<file path="config.mk">
export PLATFORM = sky130hd
export DESIGN_NAME = solar_charger_text_frame_parser
export DESIGN_NICKNAME = d
export VERILOG_FILES = /design/src/rtl/core/sctfp_pkg.sv /design/src/rtl/core/sctfp_emit.sv /design/src/rtl/core/solar_charger_text_frame_parser.sv
export SDC_FILE = /design/constraint.sdc
export NUM_CORES = 2
export LEC_CHECK = 0
export ABC_AREA = 1
export BUFFER_PORTS_ARGS = -buffer_cell sky130_fd_sc_hd__buf_2
export CAP_MARGIN = 20
export CORE_ASPECT_RATIO = 0.9
export CORE_MARGIN = 2
export CORE_UTILIZATION = 55
export DETAILED_ROUTE_END_ITERATION = 10
export PLACE_DENSITY = 0.72
export SYNTH_ARGS = -nofsm -noshare
export SYNTH_HDL_FRONTEND = slang
export SYNTH_HIERARCHICAL = 1
export SYNTH_SLANG_ARGS = --single-unit
</file>
<file path="constraint.sdc">
create_clock -name clk_i -period 52.6 [get_ports clk_i]
set_input_delay 10.52 -clock clk_i [delete_from_list [all_inputs] [get_ports clk_i]]
set_output_delay 10.52 -clock clk_i [all_outputs]
set_load 0.02 [all_outputs]
</file>
<file path="src/rtl/core/sctfp_pkg.sv">
package sctfp_pkg;

  localparam int unsigned NumFields = 12;
  localparam int unsigned IdWidth   = 4;

  typedef enum logic [2:0] {
    PhIdle  = 3'd0,
    PhBegin = 3'd1,
    PhName  = 3'd2,
    PhValue = 3'd3,
    PhCheck = 3'd4,
    PhHex   = 3'd5
  } phase_e;

  typedef enum logic [2:0] {
    NpWs     = 3'd0,
    NpSign   = 3'd1,
    NpDigits = 3'd2,
    NpDone   = 3'd3,
    NpFrozen = 3'd4
  } num_phase_e;

  // Field ids in result order.
  localparam logic [IdWidth-1:0] FidV    = 4'd0;
  localparam logic [IdWidth-1:0] FidI    = 4'd1;
  localparam logic [IdWidth-1:0] FidVpv  = 4'd2;
  localparam logic [IdWidth-1:0] FidPpv  = 4'd3;
  localparam logic [IdWidth-1:0] FidIl   = 4'd4;
  localparam logic [IdWidth-1:0] FidLoad = 4'd5;
  localparam logic [IdWidth-1:0] FidCs   = 4'd6;
  localparam logic [IdWidth-1:0] FidMppt = 4'd7;
  localparam logic [IdWidth-1:0] FidErr  = 4'd8;
  localparam logic [IdWidth-1:0] FidH20  = 4'd9;
  localparam logic [IdWidth-1:0] FidH22  = 4'd10;
  localparam logic [IdWidth-1:0] FidHsds = 4'd11;
  localparam logic [IdWidth-1:0] FidLast = 4'd11;

  // Frame-end request from the parser to the result emitter.
  typedef struct packed {
    logic valid;
    logic ok;
  } frame_end_t;

endpackage

</file>
<file path="src/rtl/core/sctfp_emit.sv">
module sctfp_emit (
  input  logic                                     clk_i,
  input  logic                                     rst_ni,
  input  sctfp_pkg::frame_end_t                    end_i,
  input  logic [sctfp_pkg::NumFields-1:0][31:0]    fields_i,
  output logic                                     busy_o,
  output logic                                     valid_o,
  input  logic                                     stall_i,
  output logic                                     frame_ok_o,
  output logic [sctfp_pkg::IdWidth-1:0]            field_id_o,
  output logic signed [31:0]                       field_value_o,
  output logic                                     last_of_frame_o
);
  import sctfp_pkg::*;

  logic                          valid_q;
  logic                          ok_q;
  logic [IdWidth-1:0]            id_q;
  logic [NumFields-1:0][31:0]    snap_q;

  logic last;
  assign last = !ok_q || (id_q == FidLast);

  // Step through a snapshot of the committed fields, one result per handshake.
  always_ff @(posedge clk_i or negedge rst_ni) begin
    if (!rst_ni) begin
      valid_q <= 1'b0;
      ok_q    <= 1'b0;
      id_q    <= '0;
    end else if (end_i.valid) begin
      valid_q <= 1'b1;
      ok_q    <= end_i.ok;
      id_q    <= '0;
    end else if (valid_q && !stall_i) begin
      if (last) begin
        valid_q <= 1'b0;
      end else begin
        id_q <= id_q + 1'b1;
      end
    end
  end

  always_ff @(posedge clk_i) begin
    if (end_i.valid) begin
      snap_q <= fields_i;
    end
  end

  assign busy_o          = valid_q;
  assign valid_o         = valid_q;
  assign frame_ok_o      = ok_q;
  assign field_id_o      = ok_q ? id_q : '0;
  assign field_value_o   = ok_q ? signed'(snap_q[id_q]) : '0;
  assign last_of_frame_o = last;

  a_id_range: assert property (@(posedge clk_i) disable iff (!rst_ni)
    valid_q |-> id_q <= FidLast) else $error("field id out of range");
  a_bad_single: assert property (@(posedge clk_i) disable iff (!rst_ni)
    (valid_q && !ok_q) |-> id_q == '0) else $error("invalid frame past first result");
  a_end_idle: assert property (@(posedge clk_i) disable iff (!rst_ni)
    end_i.valid |-> !valid_q) else $error("frame end while emitting");

endmodule

</file>
<file path="src/rtl/core/solar_charger_text_frame_parser.sv">
// Channel | Direction | Handshake             | Payload
// rx      | in        | rx_valid_i/rx_stall_o | rx_byte_i
// res     | out       | res_valid_o/res_stall_i | frame_ok_o, field_id_o, field_value_o,
//         |           |                       | last_of_frame_o
// One byte per cycle: each byte updates the parser registers in the cycle it is taken.
// A good checksum with no overlong record starts twelve result transactions, a bad
// one a single one; the result register then hands out one per unstalled cycle.
// While results of a frame are still pending, new bytes are stalled (rx_stall_o).
// Reset clears parser state (not label bytes), pending and committed fields at once.
module solar_charger_text_frame_parser #(
  parameter int unsigned LABEL_MAX = 16,
  parameter int unsigned VALUE_MAX = 32
) (
  input  logic               clk_i,
  input  logic               rst_ni,
  input  logic               rx_valid_i,
  output logic               rx_stall_o,
  input  logic [7:0]         rx_byte_i,
  output logic               res_valid_o,
  input  logic               res_stall_i,
  output logic               frame_ok_o,
  output logic [3:0]         field_id_o,
  output logic signed [31:0] field_value_o,
  output logic               last_of_frame_o
);
  import sctfp_pkg::*;

  localparam int unsigned LenW  = $clog2(LABEL_MAX + 1);
  localparam int unsigned VLenW = $clog2(VALUE_MAX + 1);
  localparam int unsigned IdxW  = $clog2(LABEL_MAX);

  localparam logic [7:0] ChLf    = 8'h0A;
  localparam logic [7:0] ChCr    = 8'h0D;
  localparam logic [7:0] ChTab   = 8'h09;
  localparam logic [7:0] ChColon = 8'h3A;

  phase_e                     phase_q, phase_d;
  logic [7:0]                 sum_q, sum_d;
  logic [LABEL_MAX-1:0][7:0]  lbl_q;
  logic [LenW-1:0]            llen_q, llen_d;
  logic [VLenW-1:0]           vlen_q, vlen_d;
  logic                       long_q, long_d;
  logic [32:0]                acc_q, acc_d;
  num_phase_e                 np_q, np_d;
  logic [1:0]                 on_q, on_d;
  logic [NumFields-1:0][31:0] pend_q, pend_d;
  logic [NumFields-1:0][31:0] good_q, good_d;
  logic                       lastgood_q, lastgood_d;
  logic                       lbl_we;
  logic [IdxW-1:0]            lbl_idx;
  frame_end_t                 fend;
  logic                       emit_busy;
  logic                       acc_byte;

  assign rx_stall_o = emit_busy;
  assign acc_byte   = rx_valid_i && !rx_stall_o;

  // Effective label: characters up to the first zero byte.
  logic [LABEL_MAX-1:0][7:0]  eff;
  logic [LenW-1:0]            elen;
  always_comb begin
    logic stop;
    stop = 1'b0;
    elen = '0;
    for (int k = 0; k < LABEL_MAX; k++) begin
      eff[k] = 8'h00;
      if (!stop && (LenW'(k) < llen_q) && lbl_q[k] != 8'h00) begin
        eff[k] = lbl_q[k];
        elen   = LenW'(k + 1);
      end else begin
        stop = 1'b1;
      end
    end
  end

  function automatic logic lbl_eq(input logic [LABEL_MAX-1:0][7:0] l,
                                  input logic [LenW-1:0] n,
                                  input logic [63:0] s, input int unsigned len);
    logic r;
    r = (n == LenW'(len));
    for (int k = 0; k < 8; k++) begin
      if (k < len && l[k] != s[8*(len-1-k) +: 8]) r = 1'b0;
    end
    return r;
  endfunction

  // Value conversion result.
  logic [31:0] mag, vint, vint10;
  always_comb begin
    mag    = acc_q[31:0];
    vint   = acc_q[32] ? (32'd0 - mag) : ((mag > 32'h7FFF_FFFF) ? 32'h7FFF_FFFF : mag);
    vint10 = {vint[28:0], 3'b000} + {vint[30:0], 1'b0};
  end

  // Next accumulator for one digit; clamp magnitude at 2^31.
  logic [36:0] dig_mag;
  logic [32:0] acc_dig;
  always_comb begin
    dig_mag = {5'd0, acc_q[31:0]} * 37'd10 + {33'd0, rx_byte_i[3:0]};
    acc_dig = {acc_q[32], (dig_mag > 37'h0_8000_0000) ? 32'h8000_0000 : dig_mag[31:0]};
  end

  logic is_digit, is_ws;
  assign is_digit = (rx_byte_i >= 8'h30) && (rx_byte_i <= 8'h39);
  assign is_ws    = (rx_byte_i == 8'h20) || (rx_byte_i == 8'h09) ||
                    (rx_byte_i == 8'h0B) || (rx_byte_i == 8'h0C);

  always_comb begin
    phase_e ph;
    logic   ok;
    phase_d    = phase_q;
    sum_d      = sum_q;
    llen_d     = llen_q;
    vlen_d     = vlen_q;
    long_d     = long_q;
    acc_d      = acc_q;
    np_d       = np_q;
    on_d       = on_q;
    pend_d     = pend_q;
    good_d     = good_q;
    lastgood_d = lastgood_q;
    lbl_we     = 1'b0;
    lbl_idx    = '0;
    fend       = '0;
    ok         = 1'b0;
    ph         = phase_q;
    if (acc_byte) begin
      if (rx_byte_i == ChColon && phase_q != PhCheck) ph = PhHex;
      phase_d = ph;
      if (ph != PhHex) sum_d = sum_q + rx_byte_i;
      case (ph)
        PhIdle: begin
          if (rx_byte_i == ChLf) phase_d = PhBegin;
        end
        PhBegin: begin
          lbl_we  = 1'b1;
          lbl_idx = '0;
          llen_d  = LenW'(1);
          phase_d = PhName;
        end
        PhName: begin
          if (rx_byte_i == ChTab) begin
            if (lbl_eq(eff, elen, 64'h436865636B73756D, 8)) begin
              phase_d = PhCheck;
            end else begin
              vlen_d  = '0;
              acc_d   = '0;
              np_d    = NpWs;
              on_d    = 2'd0;
              phase_d = PhValue;
            end
          end else if (llen_q < LenW'(LABEL_MAX - 1)) begin
            lbl_we  = 1'b1;
            lbl_idx = llen_q[IdxW-1:0];
            llen_d  = llen_q + 1'b1;
          end else begin
            long_d = 1'b1;
          end
        end
        PhValue: begin
          if (rx_byte_i == ChLf) begin
            // Store the finished record into its pending field.
            if (!long_q) begin
              if (lbl_eq(eff, elen, 64'h56, 1))           pend_d[FidV]    = vint;
              else if (lbl_eq(eff, elen, 64'h49, 1))      pend_d[FidI]    = vint;
              else if (lbl_eq(eff, elen, 64'h565056, 3))  pend_d[FidVpv]  = vint;
              else if (lbl_eq(eff, elen, 64'h505056, 3))  pend_d[FidPpv]  = vint;
              else if (lbl_eq(eff, elen, 64'h494C, 2))    pend_d[FidIl]   = vint;
              else if (lbl_eq(eff, elen, 64'h4C4F4144, 4))
                pend_d[FidLoad] = {31'd0, on_q == 2'd2};
              else if (lbl_eq(eff, elen, 64'h4353, 2))    pend_d[FidCs]   = vint;
              else if (lbl_eq(eff, elen, 64'h4D505054, 4)) pend_d[FidMppt] = vint;
              else if (lbl_eq(eff, elen, 64'h455252, 3))  pend_d[FidErr]  = vint;
              else if (lbl_eq(eff, elen, 64'h483230, 3))  pend_d[FidH20]  = vint10;
              else if (lbl_eq(eff, elen, 64'h483232, 3))  pend_d[FidH22]  = vint10;
              else if (lbl_eq(eff, elen, 64'h48534453, 4) ||
                       lbl_eq(eff, elen, 64'h48736473, 4)) pend_d[FidHsds] = vint;
            end
            phase_d = PhBegin;
          end else if (rx_byte_i == ChCr) begin
            // skip
          end else if (vlen_q < VLenW'(VALUE_MAX - 1)) begin
            vlen_d = vlen_q + 1'b1;
            if (np_q != NpFrozen) begin
              if (rx_byte_i == 8'h00) begin
                np_d = NpFrozen;
              end else begin
                if (on_q == 2'd0)      on_d = (rx_byte_i == 8'h4F) ? 2'd1 : 2'd3;
                else if (on_q == 2'd1) on_d = (rx_byte_i == 8'h4E) ? 2'd2 : 2'd3;
                else                   on_d = 2'd3;
                if (np_q == NpWs) begin
                  if (is_ws) begin
                    np_d = NpWs;
                  end else if (rx_byte_i == 8'h2B) begin
                    np_d = NpSign;
                  end else if (rx_byte_i == 8'h2D) begin
                    acc_d[32] = 1'b1;
                    np_d      = NpSign;
                  end else if (is_digit) begin
                    acc_d = acc_dig;
                    np_d  = NpDigits;
                  end else begin
                    np_d = NpDone;
                  end
                end else if (np_q == NpSign || np_q == NpDigits) begin
                  if (is_digit) begin
                    acc_d = acc_dig;
                    np_d  = NpDigits;
                  end else begin
                    np_d = NpDone;
                  end
                end
              end
            end
          end else begin
            long_d = 1'b1;
          end
        end
        PhCheck: begin
          ok         = (sum_d == 8'h00) && !long_q;
          lastgood_d = ok;
          if (ok) good_d = pend_q;
          fend.valid = 1'b1;
          fend.ok    = ok;
          pend_d     = '0;
          sum_d      = '0;
          long_d     = 1'b0;
          phase_d    = PhIdle;
        end
        default: begin
          if (rx_byte_i == ChLf) begin
            pend_d  = '0;
            sum_d   = '0;
            long_d  = 1'b0;
            phase_d = PhIdle;
          end
        end
      endcase
    end
  end

  always_ff @(posedge clk_i or negedge rst_ni) begin
    if (!rst_ni) begin
      phase_q    <= PhIdle;
      sum_q      <= '0;
      llen_q     <= '0;
      vlen_q     <= '0;
      long_q     <= 1'b0;
      acc_q      <= '0;
      np_q       <= NpWs;
      on_q       <= 2'd0;
      pend_q     <= '0;
      good_q     <= '0;
      lastgood_q <= 1'b0;
    end else begin
      phase_q    <= phase_d;
      sum_q      <= sum_d;
      llen_q     <= llen_d;
      vlen_q     <= vlen_d;
      long_q     <= long_d;
      acc_q      <= acc_d;
      np_q       <= np_d;
      on_q       <= on_d;
      pend_q     <= pend_d;
      good_q     <= good_d;
      lastgood_q <= lastgood_d;
    end
  end

  // Label bytes: no reset, only read below the fill length.
  always_ff @(posedge clk_i) begin
    if (lbl_we) lbl_q[lbl_idx] <= rx_byte_i;
  end

  sctfp_emit u_emit (
    .clk_i          (clk_i),
    .rst_ni         (rst_ni),
    .end_i          (fend),
    .fields_i       (good_d),
    .busy_o         (emit_busy),
    .valid_o        (res_valid_o),
    .stall_i        (res_stall_i),
    .frame_ok_o     (frame_ok_o),
    .field_id_o     (field_id_o),
    .field_value_o  (field_value_o),
    .last_of_frame_o(last_of_frame_o)
  );

  a_llen: assert property (@(posedge clk_i) disable iff (!rst_ni)
    llen_q <= LenW'(LABEL_MAX - 1)) else $error("label length overrun");
  a_vlen: assert property (@(posedge clk_i) disable iff (!rst_ni)
    vlen_q <= VLenW'(VALUE_MAX - 1)) else $error("value length overrun");
  a_end_clear: assert property (@(posedge clk_i) disable iff (!rst_ni)
    fend.valid |=> (phase_q == PhIdle && sum_q == 8'h00)) else $error("frame end not cleared");

endmodule
</file>
# Word-level counts from Yosys, hierarchy flattened
# Cells that the tools add are included.
# word_totals
reg_bits	1347
output_inout_bits	40
elab_cells	653
# classes
n_addsub	7
n_mul	1
magnitude_cmp	25
n_eq_ne	104
mux	337
n_bitwise	2
n_reduce_logical	113
# ops
operator	count
$mux W384	6
$pmux W384 S3	1
$mux W32	20
$mux W33	11
$mux W352	1
$mux W320	1
$mux W288	1
$mux W256	1
$ne A8 B7 Y1 const B	31
$mux W224	1
$mux W1	206
$mux W192	1
$mux W160	1
$bmux W32 S4	1
$bwmux W128	1
$mux W128	1
$reduce_bool A8 Y1	16
$mux W8	12
$mux W96	1
$ne A2 B2 Y1 const B	36
$mux W3	22
$pmux W33 S2	1
$mux W4	16
$mux W64	1
75 further kinds	199

# Longest topological paths before layout
# logic_depth
depth_word	193
ltp_mapped	31
depth_no_buf	31

# Hierarchy
# Netlist, hierarchy kept.
# modules_own_cells
mod	instances	cells_each	area_per_inst_um2
solar_charger_text_frame_parser	1	5087	42655.9
sctfp_emit	1	1469	16259.3

# Least setup slack after synthesis
# No wires, ideal clock.
# synth_path
kind	input-to-reg
from	input rx_valid_i
to	register u_emit.id_q[0]
setup_ps	188
t_arrival_ps	53164
required_ps	52412
setup_slack_ps	-752
path_stages	7
cell_sequence	inv_1 > nor2_1 > inv_1 > nor4_1 > inv_1 > o21ai_1 > o21ai_0
# synth_rtl
element	line	rtl
start, declared	solar_charger_text_frame_parser.sv:16	input logic rx_valid_i,
end signal, assigned	sctfp_emit.sv:38	id_q <= id_q + 1'b1;
end, declared	sctfp_emit.sv:18	logic [IdWidth-1:0] id_q;

==> summary.txt <==
Routing
  • Via count: 44800
  • Drt pass-1 iters: 8
  • DRT iter0 DRCs: 4636
  • Routed vias/inst: 5.58
  • Routed wire per std cell: 19.4 um
  • Antenna viol nets, final: 0
  • DRC: 0
  • Final wirelength: 155000 um

STA
  • Worst Tran Pin Value: 1.18 ns
  • Pins over their slew limit: 0
  • Setup_tns: 0 ns
  • RSZ-0062 raised after global routing: false
  • Max Fclk: 0.0664 GHz
  • Setup ws final: 37.55 ns
  • Tcrit/Tclk final: 0.286
  • Final hold vios: 0
  • Final setup viols: 0
  • Max-slew headroom: 0.210
  • Crit path time final: 15.05 ns
  • Worst clock skew: 0.0454 ns

Critical path
  • WP data arrival: 15.50 ns
  • Worst-path fanout max: 119
  • Startpoint types: input pin
  • Depth of the most critical reg-to-reg path: 23
  • CP Class: in2reg
  • Worst EP required: 53.05 ns
  • Critical Path End Type: register

Hold path
  • Hold Path Depth: 2
  • Hold crit path type: reg2reg

Power and ir drop
  • P_int: 1.91 mW
  • Sequential share of power: 0.412
  • Switch share: 0.354
  • Final Power: 2.96 mW
  • Clk network pwr share: 0.319
  • PwrDens: 45.9 nW/um2
  • P_sw: 1.05 mW
  • VDD IR-drop max: 0.0763 mV
  • Leakage: 31.0 nW
  • Combinational power share: 0.269

Clock tree
  • Hold Buf Count CTS: 0
  • Clk pin slew, worst setup/hold paths: 0.06 ns
  • Root Driver: clkbuf_16
  • Setup Buffers After CTS: 0
  • Total CTS buffers: 134
  • CTS tree: done
  • Bufs on Longest Clock Path: 3
  • Latest clock arrival within the worst-skew pair: 0.74 ns
  • CTS H-tree lvls: 4
  • Clock sinks: 1314
  • CTS resizes: 0

Finish
  • Layout Utilization: 0.609
  • # nets final: 6656
  • Share of layout cells above drive strength 1: 0.0585
  • Synthesis-to-finish area growth: 9.51%
  • Fillcell total: 8941
  • Most frequent cells in the layout: nand2_1, dfrtp_1, inv_1
  • Fin area: 64500 um2
  • Most common cell after layout, fill and taps aside: nand2_1

Floorplanning
  • I/O pins: 52
  • Die Wd: 349 um
  • Core Region: 106000 um2
  • Die area: 110000 um2
  • Die Y: 314 um
  • Std-Cell Rows: 113
  • Starting Density: 0.556

Place
  • Port Buf Inserts: 51
  • GP Congestion: 0.920
  • DP HPWL: 93100 um
  • Placement Setup Slack: 36.39 ns
  • DP Area: 60100 um2

Yosys
  • Share of the synthesized area in the top cell type: 0.341
  • Mapped Cells: 6556
  • Post-synth top area cell: dfrtp_1
  • Flops & latches, synth: 1314
  • Post-synth EDFFs: 512
  • YS warnings: 6
  • Largest cells by area after synthesis: dfrtp_1, edfxtp_1, nand2_1, inv_1, o21ai_0
  • Ys async rst share: 0.610
  • Mean post-synth cell area: 8.99 um2
  • Post-synthesis sequential area ratio: 0.602
  • Post-Syn Area: 58900 um2
  • Dominant synthesized flop cell: dfrtp_1
  • Yosys cell types: 54

Outcome
  • Status: completed

GRT
  • Grt total ovfl: 0
  • Initial antenna violation count: 7
  • Largest net degree at the start of global routing: 209
  • Vias in the first global route: 43100
  • All-Layer GR Usage: 0.287
  • First-pass GRT wire length: 245000 um

Flow run
  • Max cap viols: 0
-- worst max-delay path: stages --
cell and delay [ns]:
buf_2 0.49, inv_2 0.04, nor2_1 0.14, nand2_1 0.11, nor2_1 0.19, inv_2 0.07, o21ai_2 0.14, nand3_1 0.38
nand3b_1 0.21, o21ai_0 0.13, nor2_1 0.12, nand3_1 0.09, nor3_1 0.32, nand3_4 0.17, inv_8 0.50, buf_4 0.57
buf_16 0.29, buf_4 0.71, nor2_1 0.14
-- cell usage after synthesis, types with 70 or more instances --
library cell / n
nand2_1: 2361
dfrtp_1: 802
inv_1: 628
edfxtp_1: 512
nor2_1: 430
o21ai_0: 420
nand3_1: 397
o21ai_1: 146
a21oi_1: 143
buf_2: 139
ha_1: 103
nand4_1: 98
clkbuf_1: 70
-- power groups by stage --
stage	Sequential [mW]	Clock (mW)	Combinational, mW
2_1_floorplan	1.23	0	0.532
3_3_place_gp	1.24	0	0.769
3_5_place_dp	1.24	0	0.778
4_1_cts	1.22	0.957	0.783
5_1_grt	1.23	1.00	0.876
6_report	1.22	0.946	0.795
-- registers in the layout, indices dropped and copies added (netlist names), 4 cells and up --
| register | count |
|---|---|
| acc_q | 33 |
| good_q | 384 |
| lbl_q | 128 |
| llen_q | 5 |
| pend_q | 351 |
| sum_q | 8 |
| u_emit/id_q | 4 |
| u_emit/snap_q | 384 |
| vlen_q | 6 |
-- path summary, 6_finish.rpt --
kind / from / end / slack [ns]
setup / recovery: rx_byte_i[1] / u_emit/snap_q[178] / 37.55
hold / removal: pend_q[350] / pend_q[350] / 0.47
setup reg to reg: acc_q[3] / acc_q[29] / 47.47
hold reg to reg: pend_q[350] / pend_q[350] / 0.47
max in group asynchronous: rst_ni / good_q[210] / 39.78
min in group asynchronous: rst_ni / good_q[240] / 9.82
-- layer usage --
| metal | track usage | routed length, um | vias up |
|---|---|---|---|
| met5 | 0 | 0 | - |
| met4 | 0.0927 | 4320 | 0 |
| met3 | 0.0497 | 13000 | 270 |
| met2 | 0.447 | 70200 | 1638 |
| met1 | 0.413 | 67900 | 21600 |
| li1 | - | - | 21200 |
-- layout make-up --
type | count | area, um2 | share of cell area
antenna | 2 | 5.00 | 0.0000776
clock buffer | 197 | 3880 | 0.0602
clock inverter | 46 | 509 | 0.00789
inverter | 644 | 2430 | 0.0377
multi-input combinational | 4339 | 19700 | 0.306
sequential | 1314 | 35500 | 0.550
tap | 1380 | 1730 | 0.0268
timing repair buffer | 104 | 766 | 0.0119
-- logic make-up (layout without fill, tap and decap cells) --
kind of cell / count (synthesis) / after routing / share of synthesized area
compound gates: 757 / 757 / 0.0662
buf+inv: 910 / 991 / 0.0646
other cells: 1 / 10 / 0.0000637
flops: 1314 / 1314 / 0.602
fa+ha+maj: 107 / 107 / 0.0232
simple gates: 3440 / 3440 / 0.240
xor+xnor: 27 / 27 / 0.00401
-- per-stage QoR --
stage / hold WS [ns] / cells
after floorplan: 0.441 / 6563
after global placement: 0.453 / 7779
after detailed placement: 0.458 / 7779
after CTS: 0.464 / 8022
after global routing: 0.489 / 8024
final: 0.469 / 8026
Power figures use the tool's default switching activity.
